--- config.mk ---
export PLATFORM = sky130hd
export DESIGN_NAME = lu_solve_3x3_pivoted_unit
export DESIGN_NICKNAME = d
export VERILOG_FILES = /design/src/design/lus3_pkg.sv /design/src/design/lu_solve_3x3_pivoted_unit.sv /design/src/design/lus3_ctrl.sv /design/src/design/lus3_dp.sv
export SDC_FILE = /design/constraint.sdc
export NUM_CORES = 2
export LEC_CHECK = 0
export ABC_CLOCK_PERIOD_IN_PS = 8150
export BUFFER_PORTS_ARGS = -buffer_cell sky130_fd_sc_hd__buf_4
export CAP_MARGIN = 15
export CORE_AREA = 2 2 376 564
export DETAILED_ROUTE_END_ITERATION = 7
export DIE_AREA = 0 0 378 566
export SYNTH_ARGS = -nofsm -noshare
export SYNTH_HDL_FRONTEND = slang
export SYNTH_HIERARCHICAL = 1
export SYNTH_SLANG_ARGS = --single-unit
--- constraint.sdc ---
create_clock -name i_clk -period 8.15 [get_ports i_clk]
set_clock_uncertainty 0.15 [all_clocks]
set_input_delay 1.63 -clock i_clk [delete_from_list [all_inputs] [get_ports i_clk]]
set_output_delay 1.63 -clock i_clk [all_outputs]
set_load 0.1 [all_outputs]
--- src/design/lus3_pkg.sv ---
`timescale 1ns / 1ps

package lus3_pkg;

    // operation codes of one input transaction
    localparam logic [1:0] OP_WRITE  = 2'd0;
    localparam logic [1:0] OP_FACTOR = 2'd1;
    localparam logic [1:0] OP_SOLVE  = 2'd2;

    // number of matrix entries that a write may address
    localparam logic [3:0] NUM_ENTRIES = 4'd9;

    // input transaction payload
    typedef struct packed {
        logic [1:0]         op;
        logic [3:0]         entry_index;
        logic signed [31:0] entry_value;
        logic signed [31:0] rhs_0;
        logic signed [31:0] rhs_1;
        logic signed [31:0] rhs_2;
    } t_in;

    // output transaction payload
    typedef struct packed {
        logic               kind;
        logic signed [31:0] sol_0;
        logic signed [31:0] sol_1;
        logic signed [31:0] sol_2;
        logic [1:0]         first_row;
        logic [1:0]         second_row;
        logic [1:0]         third_row;
        logic               singular;
        logic               saturated;
    } t_out;

    // sequencer instruction codes
    typedef enum logic [3:0] {
        I_LDA,   // a = store[addr], pivot index cleared
        I_LDB,   // b = store[addr]
        I_STA,   // store[addr] = a
        I_STB,   // store[addr] = b
        I_MSUB,  // a = a - b * store[addr]
        I_DIV,   // a = a / store[addr]
        I_SEL,   // keep larger magnitude of a and store[addr], record arg
        I_JNE,   // jump when pivot index differs from arg
        I_JNZ,   // jump when a is not zero
        I_JMP,   // jump
        I_SING,  // note a zero pivot
        I_CLR,   // a = 0
        I_PSWAP, // swap two entries of the row order
        I_LDR,   // a = right-hand side element picked by row order
        I_OUT,   // solution element arg = a
        I_END    // finish, arg 0 factorize, arg 1 solve
    } t_icode;

    typedef enum logic [1:0] {
        EM_FACT,
        EM_SOLVE,
        EM_ZERO
    } t_emit;

    typedef enum logic [2:0] {
        S_IDLE,
        S_ISSUE,
        S_EXEC,
        S_WAIT,
        S_OUT
    } t_state;

    typedef struct packed {
        t_icode     code;
        logic [3:0] addr;
        logic [1:0] arg;
        logic [6:0] tgt;
    } t_instr;

    // controller to datapath
    typedef struct packed {
        logic       go;
        t_icode     code;
        logic [3:0] addr;
        logic [1:0] arg;
        logic       start;
        logic       wr;
        logic       emit;
        t_emit      emit_kind;
    } t_cmd;

    // datapath to controller
    typedef struct packed {
        logic       busy;
        logic       a_zero;
        logic [1:0] bi;
        logic       singular;
        logic       out_free;
    } t_stat;

    // program labels
    localparam logic [6:0] L_S02     = 7'd18;
    localparam logic [6:0] L_C0      = 7'd32;
    localparam logic [6:0] L_E0      = 7'd39;
    localparam logic [6:0] L_C1      = 7'd59;
    localparam logic [6:0] L_C1Z     = 7'd75;
    localparam logic [6:0] L_E1      = 7'd81;
    localparam logic [6:0] L_FEND    = 7'd91;
    localparam logic [6:0] PC_FACTOR = 7'd0;
    localparam logic [6:0] PC_SOLVE  = 7'd92;
    localparam int         PROG_LEN  = 126;

    // store layout: entries 0..8 matrix row major, 9..11 working vector
    localparam t_instr PROG [0:PROG_LEN-1] = '{
        // column 0 pivot search
        '{I_LDA,   4'd0,  2'd0, 7'd0},
        '{I_SEL,   4'd3,  2'd1, 7'd0},
        '{I_SEL,   4'd6,  2'd2, 7'd0},
        '{I_JNE,   4'd0,  2'd1, L_S02},
        // swap rows 0 and 1
        '{I_LDA,   4'd0,  2'd0, 7'd0},
        '{I_LDB,   4'd3,  2'd0, 7'd0},
        '{I_STA,   4'd3,  2'd0, 7'd0},
        '{I_STB,   4'd0,  2'd0, 7'd0},
        '{I_LDA,   4'd1,  2'd0, 7'd0},
        '{I_LDB,   4'd4,  2'd0, 7'd0},
        '{I_STA,   4'd4,  2'd0, 7'd0},
        '{I_STB,   4'd1,  2'd0, 7'd0},
        '{I_LDA,   4'd2,  2'd0, 7'd0},
        '{I_LDB,   4'd5,  2'd0, 7'd0},
        '{I_STA,   4'd5,  2'd0, 7'd0},
        '{I_STB,   4'd2,  2'd0, 7'd0},
        '{I_PSWAP, 4'd0,  2'd0, 7'd0},
        '{I_JMP,   4'd0,  2'd0, L_C0},
        // swap rows 0 and 2
        '{I_JNE,   4'd0,  2'd2, L_C0},
        '{I_LDA,   4'd0,  2'd0, 7'd0},
        '{I_LDB,   4'd6,  2'd0, 7'd0},
        '{I_STA,   4'd6,  2'd0, 7'd0},
        '{I_STB,   4'd0,  2'd0, 7'd0},
        '{I_LDA,   4'd1,  2'd0, 7'd0},
        '{I_LDB,   4'd7,  2'd0, 7'd0},
        '{I_STA,   4'd7,  2'd0, 7'd0},
        '{I_STB,   4'd1,  2'd0, 7'd0},
        '{I_LDA,   4'd2,  2'd0, 7'd0},
        '{I_LDB,   4'd8,  2'd0, 7'd0},
        '{I_STA,   4'd8,  2'd0, 7'd0},
        '{I_STB,   4'd2,  2'd0, 7'd0},
        '{I_PSWAP, 4'd0,  2'd1, 7'd0},
        // column 0 elimination
        '{I_LDA,   4'd0,  2'd0, 7'd0},
        '{I_JNZ,   4'd0,  2'd0, L_E0},
        '{I_SING,  4'd0,  2'd0, 7'd0},
        '{I_CLR,   4'd0,  2'd0, 7'd0},
        '{I_STA,   4'd3,  2'd0, 7'd0},
        '{I_STA,   4'd6,  2'd0, 7'd0},
        '{I_JMP,   4'd0,  2'd0, L_C1},
        '{I_LDA,   4'd3,  2'd0, 7'd0},
        '{I_DIV,   4'd0,  2'd0, 7'd0},
        '{I_STA,   4'd3,  2'd0, 7'd0},
        '{I_LDB,   4'd3,  2'd0, 7'd0},
        '{I_LDA,   4'd4,  2'd0, 7'd0},
        '{I_MSUB,  4'd1,  2'd0, 7'd0},
        '{I_STA,   4'd4,  2'd0, 7'd0},
        '{I_LDA,   4'd5,  2'd0, 7'd0},
        '{I_MSUB,  4'd2,  2'd0, 7'd0},
        '{I_STA,   4'd5,  2'd0, 7'd0},
        '{I_LDA,   4'd6,  2'd0, 7'd0},
        '{I_DIV,   4'd0,  2'd0, 7'd0},
        '{I_STA,   4'd6,  2'd0, 7'd0},
        '{I_LDB,   4'd6,  2'd0, 7'd0},
        '{I_LDA,   4'd7,  2'd0, 7'd0},
        '{I_MSUB,  4'd1,  2'd0, 7'd0},
        '{I_STA,   4'd7,  2'd0, 7'd0},
        '{I_LDA,   4'd8,  2'd0, 7'd0},
        '{I_MSUB,  4'd2,  2'd0, 7'd0},
        '{I_STA,   4'd8,  2'd0, 7'd0},
        // column 1 pivot
        '{I_LDA,   4'd4,  2'd0, 7'd0},
        '{I_SEL,   4'd7,  2'd1, 7'd0},
        '{I_JNE,   4'd0,  2'd1, L_C1Z},
        '{I_LDA,   4'd3,  2'd0, 7'd0},
        '{I_LDB,   4'd6,  2'd0, 7'd0},
        '{I_STA,   4'd6,  2'd0, 7'd0},
        '{I_STB,   4'd3,  2'd0, 7'd0},
        '{I_LDA,   4'd4,  2'd0, 7'd0},
        '{I_LDB,   4'd7,  2'd0, 7'd0},
        '{I_STA,   4'd7,  2'd0, 7'd0},
        '{I_STB,   4'd4,  2'd0, 7'd0},
        '{I_LDA,   4'd5,  2'd0, 7'd0},
        '{I_LDB,   4'd8,  2'd0, 7'd0},
        '{I_STA,   4'd8,  2'd0, 7'd0},
        '{I_STB,   4'd5,  2'd0, 7'd0},
        '{I_PSWAP, 4'd0,  2'd2, 7'd0},
        // column 1 elimination
        '{I_LDA,   4'd4,  2'd0, 7'd0},
        '{I_JNZ,   4'd0,  2'd0, L_E1},
        '{I_SING,  4'd0,  2'd0, 7'd0},
        '{I_CLR,   4'd0,  2'd0, 7'd0},
        '{I_STA,   4'd7,  2'd0, 7'd0},
        '{I_JMP,   4'd0,  2'd0, 7'd88},
        '{I_LDA,   4'd7,  2'd0, 7'd0},
        '{I_DIV,   4'd4,  2'd0, 7'd0},
        '{I_STA,   4'd7,  2'd0, 7'd0},
        '{I_LDB,   4'd7,  2'd0, 7'd0},
        '{I_LDA,   4'd8,  2'd0, 7'd0},
        '{I_MSUB,  4'd5,  2'd0, 7'd0},
        '{I_STA,   4'd8,  2'd0, 7'd0},
        // last diagonal check
        '{I_LDA,   4'd8,  2'd0, 7'd0},
        '{I_JNZ,   4'd0,  2'd0, L_FEND},
        '{I_SING,  4'd0,  2'd0, 7'd0},
        '{I_END,   4'd0,  2'd0, 7'd0},
        // solve: permuted right-hand side
        '{I_LDR,   4'd0,  2'd0, 7'd0},
        '{I_STA,   4'd9,  2'd0, 7'd0},
        '{I_LDR,   4'd0,  2'd1, 7'd0},
        '{I_STA,   4'd10, 2'd0, 7'd0},
        '{I_LDR,   4'd0,  2'd2, 7'd0},
        '{I_STA,   4'd11, 2'd0, 7'd0},
        // forward substitution
        '{I_LDB,   4'd3,  2'd0, 7'd0},
        '{I_LDA,   4'd10, 2'd0, 7'd0},
        '{I_MSUB,  4'd9,  2'd0, 7'd0},
        '{I_STA,   4'd10, 2'd0, 7'd0},
        '{I_LDB,   4'd6,  2'd0, 7'd0},
        '{I_LDA,   4'd11, 2'd0, 7'd0},
        '{I_MSUB,  4'd9,  2'd0, 7'd0},
        '{I_LDB,   4'd7,  2'd0, 7'd0},
        '{I_MSUB,  4'd10, 2'd0, 7'd0},
        // back substitution
        '{I_DIV,   4'd8,  2'd0, 7'd0},
        '{I_STA,   4'd11, 2'd0, 7'd0},
        '{I_LDB,   4'd5,  2'd0, 7'd0},
        '{I_LDA,   4'd10, 2'd0, 7'd0},
        '{I_MSUB,  4'd11, 2'd0, 7'd0},
        '{I_DIV,   4'd4,  2'd0, 7'd0},
        '{I_STA,   4'd10, 2'd0, 7'd0},
        '{I_LDB,   4'd2,  2'd0, 7'd0},
        '{I_LDA,   4'd9,  2'd0, 7'd0},
        '{I_MSUB,  4'd11, 2'd0, 7'd0},
        '{I_LDB,   4'd1,  2'd0, 7'd0},
        '{I_MSUB,  4'd10, 2'd0, 7'd0},
        '{I_DIV,   4'd0,  2'd0, 7'd0},
        '{I_OUT,   4'd0,  2'd0, 7'd0},
        '{I_LDA,   4'd10, 2'd0, 7'd0},
        '{I_OUT,   4'd0,  2'd1, 7'd0},
        '{I_LDA,   4'd11, 2'd0, 7'd0},
        '{I_OUT,   4'd0,  2'd2, 7'd0},
        '{I_END,   4'd0,  2'd1, 7'd0}
    };

endpackage

--- src/design/lu_solve_3x3_pivoted_unit.sv ---
`timescale 1ns / 1ps

// 3x3 LU factorization with partial pivoting and solve, signed fixed point with
// FRAC_BITS fraction bits held in DATA_WIDTH bits. op 0 writes one matrix entry
// and gives no result. op 1 factors the stored matrix in place and op 2 solves
// for a given right-hand side; each returns one result. Both run a fixed
// instruction sequence; each instruction passes a store read state then an
// execute state, a multiply-subtract waits on the 16-bit digit-serial
// multiplier, and a division waits on the one-bit-per-cycle restoring divider,
// which dominates. A solve while singular returns zeros without running the
// sequence. A new transaction is accepted while the previous result waits to
// be taken.
module lu_solve_3x3_pivoted_unit
    import lus3_pkg::*;
#(
    parameter int DATA_WIDTH = 32,
    parameter int FRAC_BITS  = 16
) (
    input  logic i_clk,
    input  logic i_rst_n,
    input  logic i_in_valid,
    output logic o_in_stall,
    input  t_in  i_in_data,
    output logic o_out_valid,
    input  logic i_out_stall,
    output t_out o_out_data
);

    t_cmd  cmd;
    t_stat stat;

    // sequencer
    lus3_ctrl u_ctrl (
        .i_clk      (i_clk),
        .i_rst_n    (i_rst_n),
        .i_in_valid (i_in_valid),
        .i_in       (i_in_data),
        .i_stat     (stat),
        .o_in_stall (o_in_stall),
        .o_cmd      (cmd)
    );

    // store, arithmetic units and result register
    lus3_dp #(
        .DATA_WIDTH (DATA_WIDTH),
        .FRAC_BITS  (FRAC_BITS)
    ) u_dp (
        .i_clk       (i_clk),
        .i_rst_n     (i_rst_n),
        .i_in        (i_in_data),
        .i_cmd       (cmd),
        .i_out_stall (i_out_stall),
        .o_stat      (stat),
        .o_out_valid (o_out_valid),
        .o_out       (o_out_data)
    );

endmodule

--- src/design/lus3_ctrl.sv ---
`timescale 1ns / 1ps

module lus3_ctrl
    import lus3_pkg::*;
(
    input  logic  i_clk,
    input  logic  i_rst_n,
    input  logic  i_in_valid,
    input  t_in   i_in,
    input  t_stat i_stat,
    output logic  o_in_stall,
    output t_cmd  o_cmd
);

    t_state r_state, n_state;
    logic [6:0] r_pc, n_pc;
    t_emit r_emit, n_emit;
    t_instr ir;

    assign ir = PROG[r_pc];

    // state registers
    always_ff @(posedge i_clk) begin
        if (!i_rst_n) begin
            r_state <= S_IDLE;
            r_pc    <= PC_FACTOR;
            r_emit  <= EM_FACT;
        end else begin
            r_state <= n_state;
            r_pc    <= n_pc;
            r_emit  <= n_emit;
        end
    end

    // next state and commands
    always_comb begin
        n_state         = r_state;
        n_pc            = r_pc;
        n_emit          = r_emit;
        o_in_stall      = 1'b1;
        o_cmd.go        = 1'b0;
        o_cmd.code      = ir.code;
        o_cmd.addr      = ir.addr;
        o_cmd.arg       = ir.arg;
        o_cmd.start     = 1'b0;
        o_cmd.wr        = 1'b0;
        o_cmd.emit      = 1'b0;
        o_cmd.emit_kind = r_emit;
        case (r_state)
            S_IDLE: begin
                o_in_stall = 1'b0;
                if (i_in_valid) begin
                    case (i_in.op)
                        OP_WRITE: begin
                            o_cmd.wr = (i_in.entry_index < NUM_ENTRIES);
                        end
                        OP_FACTOR: begin
                            o_cmd.start = 1'b1;
                            n_pc        = PC_FACTOR;
                            n_state     = S_ISSUE;
                        end
                        OP_SOLVE: begin
                            o_cmd.start = 1'b1;
                            if (i_stat.singular) begin
                                n_emit  = EM_ZERO;
                                n_state = S_OUT;
                            end else begin
                                n_pc    = PC_SOLVE;
                                n_state = S_ISSUE;
                            end
                        end
                        default: begin
                        end
                    endcase
                end
            end
            S_ISSUE: begin
                n_state = S_EXEC;
            end
            S_EXEC: begin
                o_cmd.go = 1'b1;
                n_pc     = r_pc + 7'd1;
                n_state  = S_ISSUE;
                case (ir.code)
                    I_JNE: begin
                        if (i_stat.bi != ir.arg) n_pc = ir.tgt;
                    end
                    I_JNZ: begin
                        if (!i_stat.a_zero) n_pc = ir.tgt;
                    end
                    I_JMP: begin
                        n_pc = ir.tgt;
                    end
                    I_MSUB, I_DIV: begin
                        n_pc    = r_pc;
                        n_state = S_WAIT;
                    end
                    I_END: begin
                        n_pc    = r_pc;
                        n_emit  = ir.arg[0] ? EM_SOLVE : EM_FACT;
                        n_state = S_OUT;
                    end
                    default: begin
                    end
                endcase
            end
            S_WAIT: begin
                if (!i_stat.busy) begin
                    n_pc    = r_pc + 7'd1;
                    n_state = S_ISSUE;
                end
            end
            S_OUT: begin
                if (i_stat.out_free) begin
                    o_cmd.emit = 1'b1;
                    n_state    = S_IDLE;
                end
            end
            default: begin
                n_state = S_IDLE;
            end
        endcase
    end

endmodule

--- src/design/lus3_dp.sv ---
`timescale 1ns / 1ps

module lus3_dp
    import lus3_pkg::*;
#(
    parameter int DATA_WIDTH = 32,
    parameter int FRAC_BITS  = 16
) (
    input  logic  i_clk,
    input  logic  i_rst_n,
    input  t_in   i_in,
    input  t_cmd  i_cmd,
    input  logic  i_out_stall,
    output t_stat o_stat,
    output logic  o_out_valid,
    output t_out  o_out
);

    localparam int DW  = DATA_WIDTH;
    localparam int FB  = FRAC_BITS;
    localparam int ND  = (DW + 15) / 16;
    localparam int MW  = ND * 16;
    localparam int PW  = DW + MW;
    localparam int NW  = DW + FB;
    localparam int LW  = (PW > NW) ? PW : NW;
    localparam int XW  = (DW > 32) ? DW : 32;
    localparam int CW  = $clog2(ND + 1);
    localparam int DCW = $clog2(NW + 1);
    localparam int DEPTH = 12;

    localparam logic [DW-1:0] VMAXD = {1'b0, {(DW-1){1'b1}}};
    localparam logic [DW-1:0] VMIND = {1'b1, {(DW-1){1'b0}}};
    localparam logic [LW-1:0] VMAX_L = {{(LW-DW+1){1'b0}}, {(DW-1){1'b1}}};
    localparam logic [LW-1:0] VMIN_L = VMAX_L + 1'b1;
    localparam logic signed [XW-1:0] XMAX = XW'($signed(VMAXD));
    localparam logic signed [XW-1:0] XMIN = XW'($signed(VMIND));
    localparam logic signed [XW-1:0] I32MAX = XW'($signed(32'h7fffffff));
    localparam logic signed [XW-1:0] I32MIN = XW'($signed(32'h80000000));
    localparam logic [DW-1:0] ONE = DW'(64'd1 << FB);

    function automatic logic [DW-1:0] mag(input logic [DW-1:0] v);
        mag = v[DW-1] ? -v : v;
    endfunction

    // saturating sign and magnitude to value, msb is the saturation flag
    function automatic logic [DW:0] from_mag(input logic neg, input logic [LW-1:0] m);
        logic [DW:0] res;
        if (neg) begin
            if (m > VMIN_L) res = {1'b1, VMIND};
            else            res = {1'b0, -m[DW-1:0]};
        end else begin
            if (m > VMAX_L) res = {1'b1, VMAXD};
            else            res = {1'b0, m[DW-1:0]};
        end
        from_mag = res;
    endfunction

    function automatic logic [DW:0] sat_sub(input logic [DW-1:0] a, input logic [DW-1:0] b);
        logic [DW:0] d;
        logic [DW:0] res;
        d = {a[DW-1], a} - {b[DW-1], b};
        if (d[DW] != d[DW-1]) res = {1'b1, d[DW] ? VMIND : VMAXD};
        else                  res = {1'b0, d[DW-1:0]};
        sat_sub = res;
    endfunction

    function automatic logic [DW:0] clamp32(input logic [31:0] v);
        logic signed [XW-1:0] x;
        logic [DW:0] res;
        x = XW'($signed(v));
        if (x > XMAX)      res = {1'b1, VMAXD};
        else if (x < XMIN) res = {1'b1, VMIND};
        else               res = {1'b0, x[DW-1:0]};
        clamp32 = res;
    endfunction

    function automatic logic [32:0] out32(input logic [DW-1:0] a);
        logic signed [XW-1:0] x;
        logic [32:0] res;
        x = XW'($signed(a));
        if (x > I32MAX)      res = {1'b1, 32'h7fffffff};
        else if (x < I32MIN) res = {1'b1, 32'h80000000};
        else                 res = {1'b0, x[31:0]};
        out32 = res;
    endfunction

    // working store and registers
    logic [DW-1:0] mem [DEPTH];
    logic [DEPTH-1:0] r_vld;
    logic [DW-1:0] r_rd, r_a, r_b;
    logic [1:0] r_bi;
    logic r_sat, r_sing_acc, r_sing;
    logic [1:0] r_perm [3];
    logic [31:0] r_rhs [3];
    logic [31:0] r_sol [3];
    logic r_out_valid;
    t_out r_out;

    // multiplier state
    logic r_mul_busy, r_mneg;
    logic [CW-1:0] r_mcnt;
    logic [DW-1:0] r_mx;
    logic [MW-1:0] r_my;
    logic [PW-1:0] r_prod;

    // divider state
    logic r_div_busy, r_dneg;
    logic [DCW-1:0] r_dcnt;
    logic [DW-1:0] r_dy, r_rem;
    logic [NW-1:0] r_dnd, r_quo;

    logic [DW+15:0] mul_pp;
    logic [DW:0] mul_fm, mul_sub, div_t, div_fm, ent_cl, ldr_cl;
    logic div_ge;
    logic [31:0] ldr_raw;
    logic [32:0] out_c;
    logic [DW-1:0] rd_init;

    // arithmetic helpers
    assign mul_pp  = (DW+16)'(r_mx) * (DW+16)'(r_my[MW-1 -: 16]);
    assign mul_fm  = from_mag(r_mneg, LW'(r_prod >> FB));
    assign mul_sub = sat_sub(r_a, mul_fm[DW-1:0]);
    assign div_t   = {r_rem, r_dnd[NW-1]};
    assign div_ge  = div_t >= {1'b0, r_dy};
    assign div_fm  = from_mag(r_dneg, LW'(r_quo));
    assign ent_cl  = clamp32(i_in.entry_value);
    assign ldr_cl  = clamp32(ldr_raw);
    assign out_c   = out32(r_a);

    // right-hand side element chosen by the row order
    always_comb begin
        case (r_perm[i_cmd.arg])
            2'd1:    ldr_raw = r_rhs[1];
            2'd2:    ldr_raw = r_rhs[2];
            default: ldr_raw = r_rhs[0];
        endcase
    end

    // reset contents of entries not yet written
    always_comb begin
        case (i_cmd.addr)
            4'd0, 4'd4, 4'd8: rd_init = ONE;
            default:          rd_init = '0;
        endcase
    end

    // store write port
    always_ff @(posedge i_clk) begin
        if (i_cmd.wr) begin
            mem[i_cmd.wr ? i_in.entry_index : i_cmd.addr] <= ent_cl[DW-1:0];
        end else if (i_cmd.go && i_cmd.code == I_STA) begin
            mem[i_cmd.addr] <= r_a;
        end else if (i_cmd.go && i_cmd.code == I_STB) begin
            mem[i_cmd.addr] <= r_b;
        end
    end

    // store read port and valid bits
    always_ff @(posedge i_clk) begin
        r_rd <= r_vld[i_cmd.addr] ? mem[i_cmd.addr] : rd_init;
        if (!i_rst_n) begin
            r_vld <= '0;
        end else if (i_cmd.wr) begin
            r_vld[i_in.entry_index] <= 1'b1;
        end else if (i_cmd.go && (i_cmd.code == I_STA || i_cmd.code == I_STB)) begin
            r_vld[i_cmd.addr] <= 1'b1;
        end
    end

    // payload registers of the result
    always_ff @(posedge i_clk) begin
        if (i_cmd.emit) begin
            r_out.kind       <= (i_cmd.emit_kind != EM_FACT);
            r_out.sol_0      <= r_sol[0];
            r_out.sol_1      <= r_sol[1];
            r_out.sol_2      <= r_sol[2];
            r_out.first_row  <= r_perm[0];
            r_out.second_row <= r_perm[1];
            r_out.third_row  <= r_perm[2];
            r_out.singular   <= (i_cmd.emit_kind == EM_FACT) ? r_sing_acc : r_sing;
            r_out.saturated  <= r_sat;
        end
    end

    // accumulator, units and block state
    always_ff @(posedge i_clk) begin
        if (!i_rst_n) begin
            r_bi        <= 2'd0;
            r_sat       <= 1'b0;
            r_sing_acc  <= 1'b0;
            r_sing      <= 1'b0;
            r_perm[0]   <= 2'd0;
            r_perm[1]   <= 2'd1;
            r_perm[2]   <= 2'd2;
            r_out_valid <= 1'b0;
            r_mul_busy  <= 1'b0;
            r_div_busy  <= 1'b0;
            r_mcnt      <= '0;
            r_dcnt      <= '0;
        end else begin
            // output slot
            if (i_cmd.emit) begin
                r_out_valid <= 1'b1;
                if (i_cmd.emit_kind == EM_FACT) r_sing <= r_sing_acc;
            end else if (!i_out_stall) begin
                r_out_valid <= 1'b0;
            end

            // start of a transaction
            if (i_cmd.start) begin
                r_sat      <= 1'b0;
                r_sing_acc <= 1'b0;
                r_rhs[0]   <= i_in.rhs_0;
                r_rhs[1]   <= i_in.rhs_1;
                r_rhs[2]   <= i_in.rhs_2;
                r_sol[0]   <= '0;
                r_sol[1]   <= '0;
                r_sol[2]   <= '0;
            end

            // instruction execution
            if (i_cmd.go) begin
                case (i_cmd.code)
                    I_LDA: begin
                        r_a  <= r_rd;
                        r_bi <= 2'd0;
                    end
                    I_LDB: r_b <= r_rd;
                    I_SEL: begin
                        if (mag(r_rd) > mag(r_a)) begin
                            r_a  <= r_rd;
                            r_bi <= i_cmd.arg;
                        end
                    end
                    I_MSUB: begin
                        r_mx       <= mag(r_b);
                        r_my       <= MW'(mag(r_rd));
                        r_prod     <= '0;
                        r_mneg     <= r_b[DW-1] ^ r_rd[DW-1];
                        r_mcnt     <= CW'(ND);
                        r_mul_busy <= 1'b1;
                    end
                    I_DIV: begin
                        if (r_rd == '0) begin
                            if (r_a != '0) begin
                                r_a   <= r_a[DW-1] ? VMIND : VMAXD;
                                r_sat <= 1'b1;
                            end
                        end else begin
                            r_dy       <= mag(r_rd);
                            r_dnd      <= {mag(r_a), {FB{1'b0}}};
                            r_rem      <= '0;
                            r_quo      <= '0;
                            r_dneg     <= r_a[DW-1] ^ r_rd[DW-1];
                            r_dcnt     <= DCW'(NW);
                            r_div_busy <= 1'b1;
                        end
                    end
                    I_SING: r_sing_acc <= 1'b1;
                    I_CLR:  r_a <= '0;
                    I_PSWAP: begin
                        case (i_cmd.arg)
                            2'd0: begin
                                r_perm[0] <= r_perm[1];
                                r_perm[1] <= r_perm[0];
                            end
                            2'd1: begin
                                r_perm[0] <= r_perm[2];
                                r_perm[2] <= r_perm[0];
                            end
                            default: begin
                                r_perm[1] <= r_perm[2];
                                r_perm[2] <= r_perm[1];
                            end
                        endcase
                    end
                    I_LDR: begin
                        r_a <= ldr_cl[DW-1:0];
                        if (ldr_cl[DW]) r_sat <= 1'b1;
                    end
                    I_OUT: begin
                        if (i_cmd.arg != 2'd3) r_sol[i_cmd.arg] <= out_c[31:0];
                        if (out_c[32]) r_sat <= 1'b1;
                    end
                    default: begin
                    end
                endcase
            end

            // digit-serial multiply then subtract from the accumulator
            if (r_mul_busy) begin
                if (r_mcnt != '0) begin
                    r_prod <= (r_prod << 16) + PW'(mul_pp);
                    r_my   <= r_my << 16;
                    r_mcnt <= r_mcnt - 1'b1;
                end else begin
                    r_a        <= mul_sub[DW-1:0];
                    r_mul_busy <= 1'b0;
                    if (mul_fm[DW] || mul_sub[DW]) r_sat <= 1'b1;
                end
            end

            // restoring divider, one quotient bit per cycle
            if (r_div_busy) begin
                if (r_dcnt != '0) begin
                    r_rem  <= div_ge ? DW'(div_t - {1'b0, r_dy}) : div_t[DW-1:0];
                    r_quo  <= {r_quo[NW-2:0], div_ge};
                    r_dnd  <= r_dnd << 1;
                    r_dcnt <= r_dcnt - 1'b1;
                end else begin
                    r_a        <= div_fm[DW-1:0];
                    r_div_busy <= 1'b0;
                    if (div_fm[DW]) r_sat <= 1'b1;
                end
            end
        end
    end

    assign o_stat.busy     = r_mul_busy | r_div_busy;
    assign o_stat.a_zero   = (r_a == '0);
    assign o_stat.bi       = r_bi;
    assign o_stat.singular = r_sing;
    assign o_stat.out_free = !r_out_valid || !i_out_stall;
    assign o_out_valid     = r_out_valid;
    assign o_out           = r_out;

    // one arithmetic unit at a time
    assert property (@(posedge i_clk) disable iff (!i_rst_n)
        !(r_mul_busy && r_div_busy))
        else $error("multiplier and divider active together");

    // row order stays a permutation
    assert property (@(posedge i_clk) disable iff (!i_rst_n)
        r_perm[0] != r_perm[1] && r_perm[0] != r_perm[2] && r_perm[1] != r_perm[2])
        else $error("row order lost an entry");

    // a result is presented after every emit
    assert property (@(posedge i_clk) disable iff (!i_rst_n)
        i_cmd.emit |=> r_out_valid)
        else $error("emitted result not presented");

    // no new instruction while a unit is still running
    assert property (@(posedge i_clk) disable iff (!i_rst_n)
        (r_mul_busy || r_div_busy) |-> !i_cmd.go)
        else $error("instruction issued while unit busy");

endmodule
---- Word level (Yosys, flattened, before mapping) ----
Memories as Yosys holds them, arrays and structs flattened. A register that Yosys moved wholly into a read port is not among the register bits.
Index checks and enable logic that the tools add are counted.
cells by class
  magnitude comparators ................... 18
  add/subtract/negate cells ............... 11
  div/mod/pow operators ................... 0
  $mul .................................... 1
  equal/unequal tests ..................... 40
  bitwise operators ....................... 14
  shift-type cells ........................ 0
  multiplexer cells ....................... 179
  reduce and logical (&&, ||, !) cells .... 40
operators with widths
  cell                  number
  $mux 32               28
  $mux 48               10
  $mux 33               11
  $mux 64               4
  $neg 32->32           5
  $pmux 32 s5           1
  $gt 32x32->1 const B  3
  $gt 48x31->1 const B  2
  $gt 48x32->1 const B  2
  $lt 32x32->1 const B  3
  $mux 1                72
  $add 64x48->64        1
  $logic_not 32->1      2
  $pmux 32 s2           1
  $reduce_or 32->1      2
  $mux 17               3
  $mul 32x16->48        1
  $eq 4x4->1 const B    9
  $mux 2                18
  $mux 7                5
  $ge 33x32->1          1
  $sub 32x32->33        1
  $gt 32x32->1          1
  $reduce_bool 32->1    1
  55 further kinds      116
word-level totals
  output and inout bits ................... 107
  register bits ........................... 435
  bits in latches ......................... 0
  memories ................................ 5
  bits in writable memories ............... 582
  ROM bits ................................ 2176
memory list
  name              depth  bits a word  rd ports  clocked after memory_dff  write ports  RTL line         RTL
  (name not given)  128    17           1         0                         0            lus3_ctrl.sv:20  assign ir = PROG[r_pc];
  u_dp.mem          12     32           1         0                         1            lus3_dp.sv:88    logic [DW-1:0] mem [DEPTH];
  u_dp.r_rhs        3      32           3         0                         3            lus3_dp.sv:94    logic [31:0] r_rhs [3];
  u_dp.r_sol        3      32           3         3                         3            lus3_dp.sv:95    logic [31:0] r_sol [3];
  u_dp.r_perm       3      2            4         0                         3            lus3_dp.sv:93    logic [1:0] r_perm [3];

---- Depth between registers and ports, before layout ----
An unclocked memory read counts as a cell.
  depth after elaboration ................. 19
  gate-level depth with buffers ........... 26
  depth with buffers taken out ............ 24

---- Cells and area by module ----
The synthesis kept the hierarchy.
modules (own cells, without submodules)
  module     times used  area each (µm²)  seq. area each (µm²)  cells each
  lus3_dp    1           69857.0          32461.1               6354
  lus3_ctrl  1           2837.7           240.2                 406

---- Worst setup path after synthesis ----
Ideal clock, no wire load.
  kind .................................... reg2reg
  from .................................... register u_dp.r_my[25]
  to ...................................... register u_dp.r_prod[60], data pin
  slack ................................... 1.084 ns
  clock period less this slack ............ 7.066 ns
  cell stages (with the launch flop) ...... 24
  arrival ................................. 6.649 ns
  data required time ...................... 7.733 ns
  path through ............................ edfxtp_1 -> clkbuf_1 -> clkbuf_1 -> nand2_1 -> fa_1 -> inv_1 -> fa_1 -> fa_1 -> fa_1 -> fa_1 -> inv_1 -> fa_1 -> inv_1 -> ha_1 -> clkbuf_1 -> nand2_1 -> or4_1 -> a2111oi_0 -> a21oi_1 -> o32a_1 -> a311o_1 -> nor4_1 -> xnor2_1 -> o21ai_0
on the way
  cells in the longest elaborated chain, start to end .. 4
ends and longest elaborated chain
  item                    RTL line        RTL
  from (decl)             lus3_dp.sv:103  logic [MW-1:0] r_my;
  from (signal assigned)  lus3_dp.sv:237  r_my <= MW'(mag(r_rd));
  from (signal assigned)  lus3_dp.sv:294  r_my <= r_my << 16;
  $mul 32x16->48          lus3_dp.sv:120  assign mul_pp = (DW+16)'(r_mx) * (DW+16)'(r_my[MW-1 -: 16]);
  $add 64x48->64          lus3_dp.sv:293  r_prod <= (r_prod << 16) + PW'(mul_pp);
  $mux 64                 lus3_dp.sv:292  if (r_mcnt != '0) begin
  $mux 64                 lus3_dp.sv:291  if (r_mul_busy) begin
  to (signal assigned)    lus3_dp.sv:293
  to (decl)               lus3_dp.sv:104  logic [PW-1:0] r_prod;
No other way between the ends.
A chain may end at the register's enable or synchronous reset.

---- Worst setup path in the final report ----
  from .................................... register u_dp.r_mx[18]
  to ...................................... register u_dp.r_prod[52], data pin
on the way
  cells in the longest elaborated chain, start to end .. 4
ends and longest elaborated chain
  item                    RTL line        RTL
  from (decl)             lus3_dp.sv:102  logic [DW-1:0] r_mx;
  from (signal assigned)  lus3_dp.sv:236  r_mx <= mag(r_b);
  $mul 32x16->48          lus3_dp.sv:120
  $add 64x48->64          lus3_dp.sv:293
  $mux 64                 lus3_dp.sv:292
  $mux 64                 lus3_dp.sv:291
No other way between the ends.

==> flow_summary.ini <==
[die]
coreArea_sq_um = 209000
initial_core_util = 0.347
boundaryPins = 245
fp.dieH_um = 566
dieArea_sq_um = 214000
core.rowCount = 206
die_x_um = 378

[synth]
synth_edf_count = 1041
synth_fp_nets = 7611
async_reset_ff_frac = 0
synth.distinct_cells = 106
ys_seq_elements = 1113
synth_largest_area_cell = edfxtp_1
synth.yosys.warnings = 6
yosys_most_used_dff = edfxtp_1
synth.top_cell.area_share = 0.430
yosysSeqAreaShare = 0.450
synth_area_sq_um = 72700
synthCells = 6760
post_synth.cell_area_avg_sq_um = 10.8
synth_area_leaders = edfxtp_1, fa_1, ha_1, nand2_1, inv_1

[hold_path]
hold_depth = 0
hp-class = flop to flop

[routing]
ant_nets = 0
first_iter_violations = 4568
drc_errors = 0
num_vias = 53487
avgViaCountPerCell = 5.42
firstDrtPassIters = 6
wl_mm = 236
wl_per_cell_um = 23.9

[cts]
clockRootBuffer = clkbuf_16
ctsLongestPathBuffers = 3
insertion_delay_ps = 770
cts_tree = yes
cts.clk_slew.worst_paths_ps = 70
cts.sinks = 1113
htreeDepth = 3
cts_buffers = 104

[global_routing]
grt_pass1_vias = 54501
grt_pass1_wl_mm = 349
grt_max_degree = 82
grt_overflow_total = 0
antenna_found_initial = 10
grt_usage = 0.218

[power_and_ir_drop]
totalPowerFinal_uw = 25700
irDropWorstVdd_mv = 0.533
p_sw_uw = 11100
intPower_uw = 14600
pwr-share-comb = 0.537
powerDensity_nw_per_um2 = 310
p_clk_frac = 0.206
power_switching_share = 0.432
seqPwrFrac = 0.257
cellLeakagePower_uw = 0.0322

[sta]
hold_viol = 0
rsz0062_at_grt = false
tightestPinTransition_ps = 1210
relSlewSlack = 0.184
finalCriticalPeriod_ps = 7800
period_share = 0.957
setup_viol = 0
tns_ps = 0
drv_slew = 0
setup_ws_ps = 353
fmax_ghz = 0.128

[finish]
final_cells = 9863
fillCellCount = 20337
drive_gt1_frac = 0.127
area_growth_pct = 14.1
design_area_sq_um = 82900
final_cell_mix = edfxtp_1, nand2_1, inv_1, buf_4, fa_1
fin_nets = 7814
final_common_cell = edfxtp_1

[placed_design]
place_ws_ps = 53.9
dp_cells = 9610
routabilityCongestion = 0.955
dpl.hpwl_mm = 173
placed_cell_area_sq_um = 78500
portBuffers = 244

[critical_path]
r2r_slack_ps = 350
cp_max_fo = 13
required_ps = 8470
cp-end-kind = flop
cp.arrival_ps = 8110
rr_worst_depth = 24
crit_type = flop to flop
worst_setup_path_start_kind = flop

[status]
run_status = finished, final reports clean

[run]
cap_violations = 0
-- worst max-delay path, cell delays in order, from the launching register on --
cell      delay, ps
edfxtp_1        750
buf_4           270
nand2_1          90
fa_1            580
fa_1            440
fa_1            530
inv_1            50
fa_1            510
fa_1            550
inv_1            50
fa_1            540
inv_1            50
ha_1            320
buf_4           180
a21oi_1         300
o21ai_0         200
a21oi_1         280
o21ai_0         120
a21oi_1         510
o32a_1          310
a311o_1         230
buf_4           150
nand2b_1        110
xor2_1          140
o21ai_0          80
-- Yosys cell counts (9+ instances only) --
library cell / number
a31oi_1: 27
or2_2: 20
inv_1: 701
nand2b_1: 42
buf_2: 24
a22oi_1: 67
a21oi_1: 380
or4_1: 28
nor3_1: 106
a21o_1: 66
edfxtp_1: 1041
o311ai_0: 9
o21ai_1: 9
nand4_1: 34
nand3_1: 106
nor3b_1: 26
nor2_1: 335
ha_1: 261
nand2_1: 865
a221oi_1: 21
o21bai_1: 20
mux4_2: 102
xor2_1: 72
and3_1: 27
o31ai_1: 44
xnor2_1: 132
mux2i_1: 100
dfxtp_1: 72
and2_1: 318
a211o_1: 9
a2111oi_0: 10
buf_1: 26
clkbuf_1: 351
fa_1: 452
o211ai_1: 18
o41ai_1: 28
nor4_1: 38
o21a_1: 32
a211oi_1: 67
or3_1: 35
o21ai_0: 424
nor2b_1: 42
o2111ai_1: 17
-- flip-flops by register name, indices dropped and copies added, names as in the netlist, 48 cells and up --
register and flops:
u_dp/o_out 105, u_dp/r_dnd 48, u_dp/r_quo 48, u_dp/r_prod 64, u_dp/r_sol 96, u_dp/mem 384, u_dp/r_rhs 96
-- metal layers --
layer / share of wire / global-route usage
met1: 0.36 / 0.247
met2: 0.51 / 0.384
met3: 0.062 / 0.0324
met4: 0.067 / 0.130
met5: 0.00024 / 0
-- through the flow --
| step | utilization | hold WS [ps] |
|---|---|---|
| CTS | 0.394 | 266 |
| finish | 0.396 | 266 |
| floorplan | - | 250 |
| global route | 0.396 | 268 |
| detailed placement | 0.375 | 255 |
| global placement | 0.375 | 251 |
-- power groups by stage --
stage	clock (uW)	combinational (uW)	sequential (uW)
floorplan	0	9260	6620
global placement	0	13500	6730
detailed placement	0	13500	6740
CTS	5400	13600	6610
global route	5610	15200	6610
finish	5310	13800	6600
-- area by class of cell --
type                    count  area (sq um)  area share
multi-input cells        4534         36000       0.434
flip-flops and latches   1113         32700       0.394
repair buffers            505          4320      0.0521
well taps                2808          3510      0.0424
clock buffers             112          2660      0.0321
inverters                 705          2650      0.0319
clock inverters            84          1050      0.0127
diodes                      2          5.00   0.0000603
-- worst paths after layout --
path	start	to
setup reg to reg	u_dp/r_mx[18]$_DFFE_PP_	u_dp/r_prod[52]$_DFFE_PP_
setup / recovery	u_dp/r_mx[18]$_DFFE_PP_	u_dp/r_prod[52]$_DFFE_PP_
hold reg to reg	u_dp/r_sol[1][24]$_SDFFCE_PN0P_	u_dp/o_out[64]$_DFFE_PP_
hold / removal	u_dp/r_sol[1][24]$_SDFFCE_PN0P_	u_dp/o_out[64]$_DFFE_PP_
-- cells by family after synthesis --
family / after synthesis / synth area share
fa+ha+maj: 713 / 0.169
buf+inv: 1113 / 0.0584
xor+xnor: 204 / 0.0246
compound gates: 1344 / 0.115
flops: 1113 / 0.450
simple gates: 2064 / 0.136
mux: 209 / 0.0467
-- timing repair --
| item | in CTS | in global routing |
|---|---|---|
| setup buffers | 13 | 41 |
| pin swaps | 0 | 0 |
| endpoints found under the setup margin | 2 | 10 |
| hold buffers | 0 | 0 |
| gates resized for setup | 0 | 2 |
| cloned | 0 | 0 |
Power figures use the tool's default switching activity.
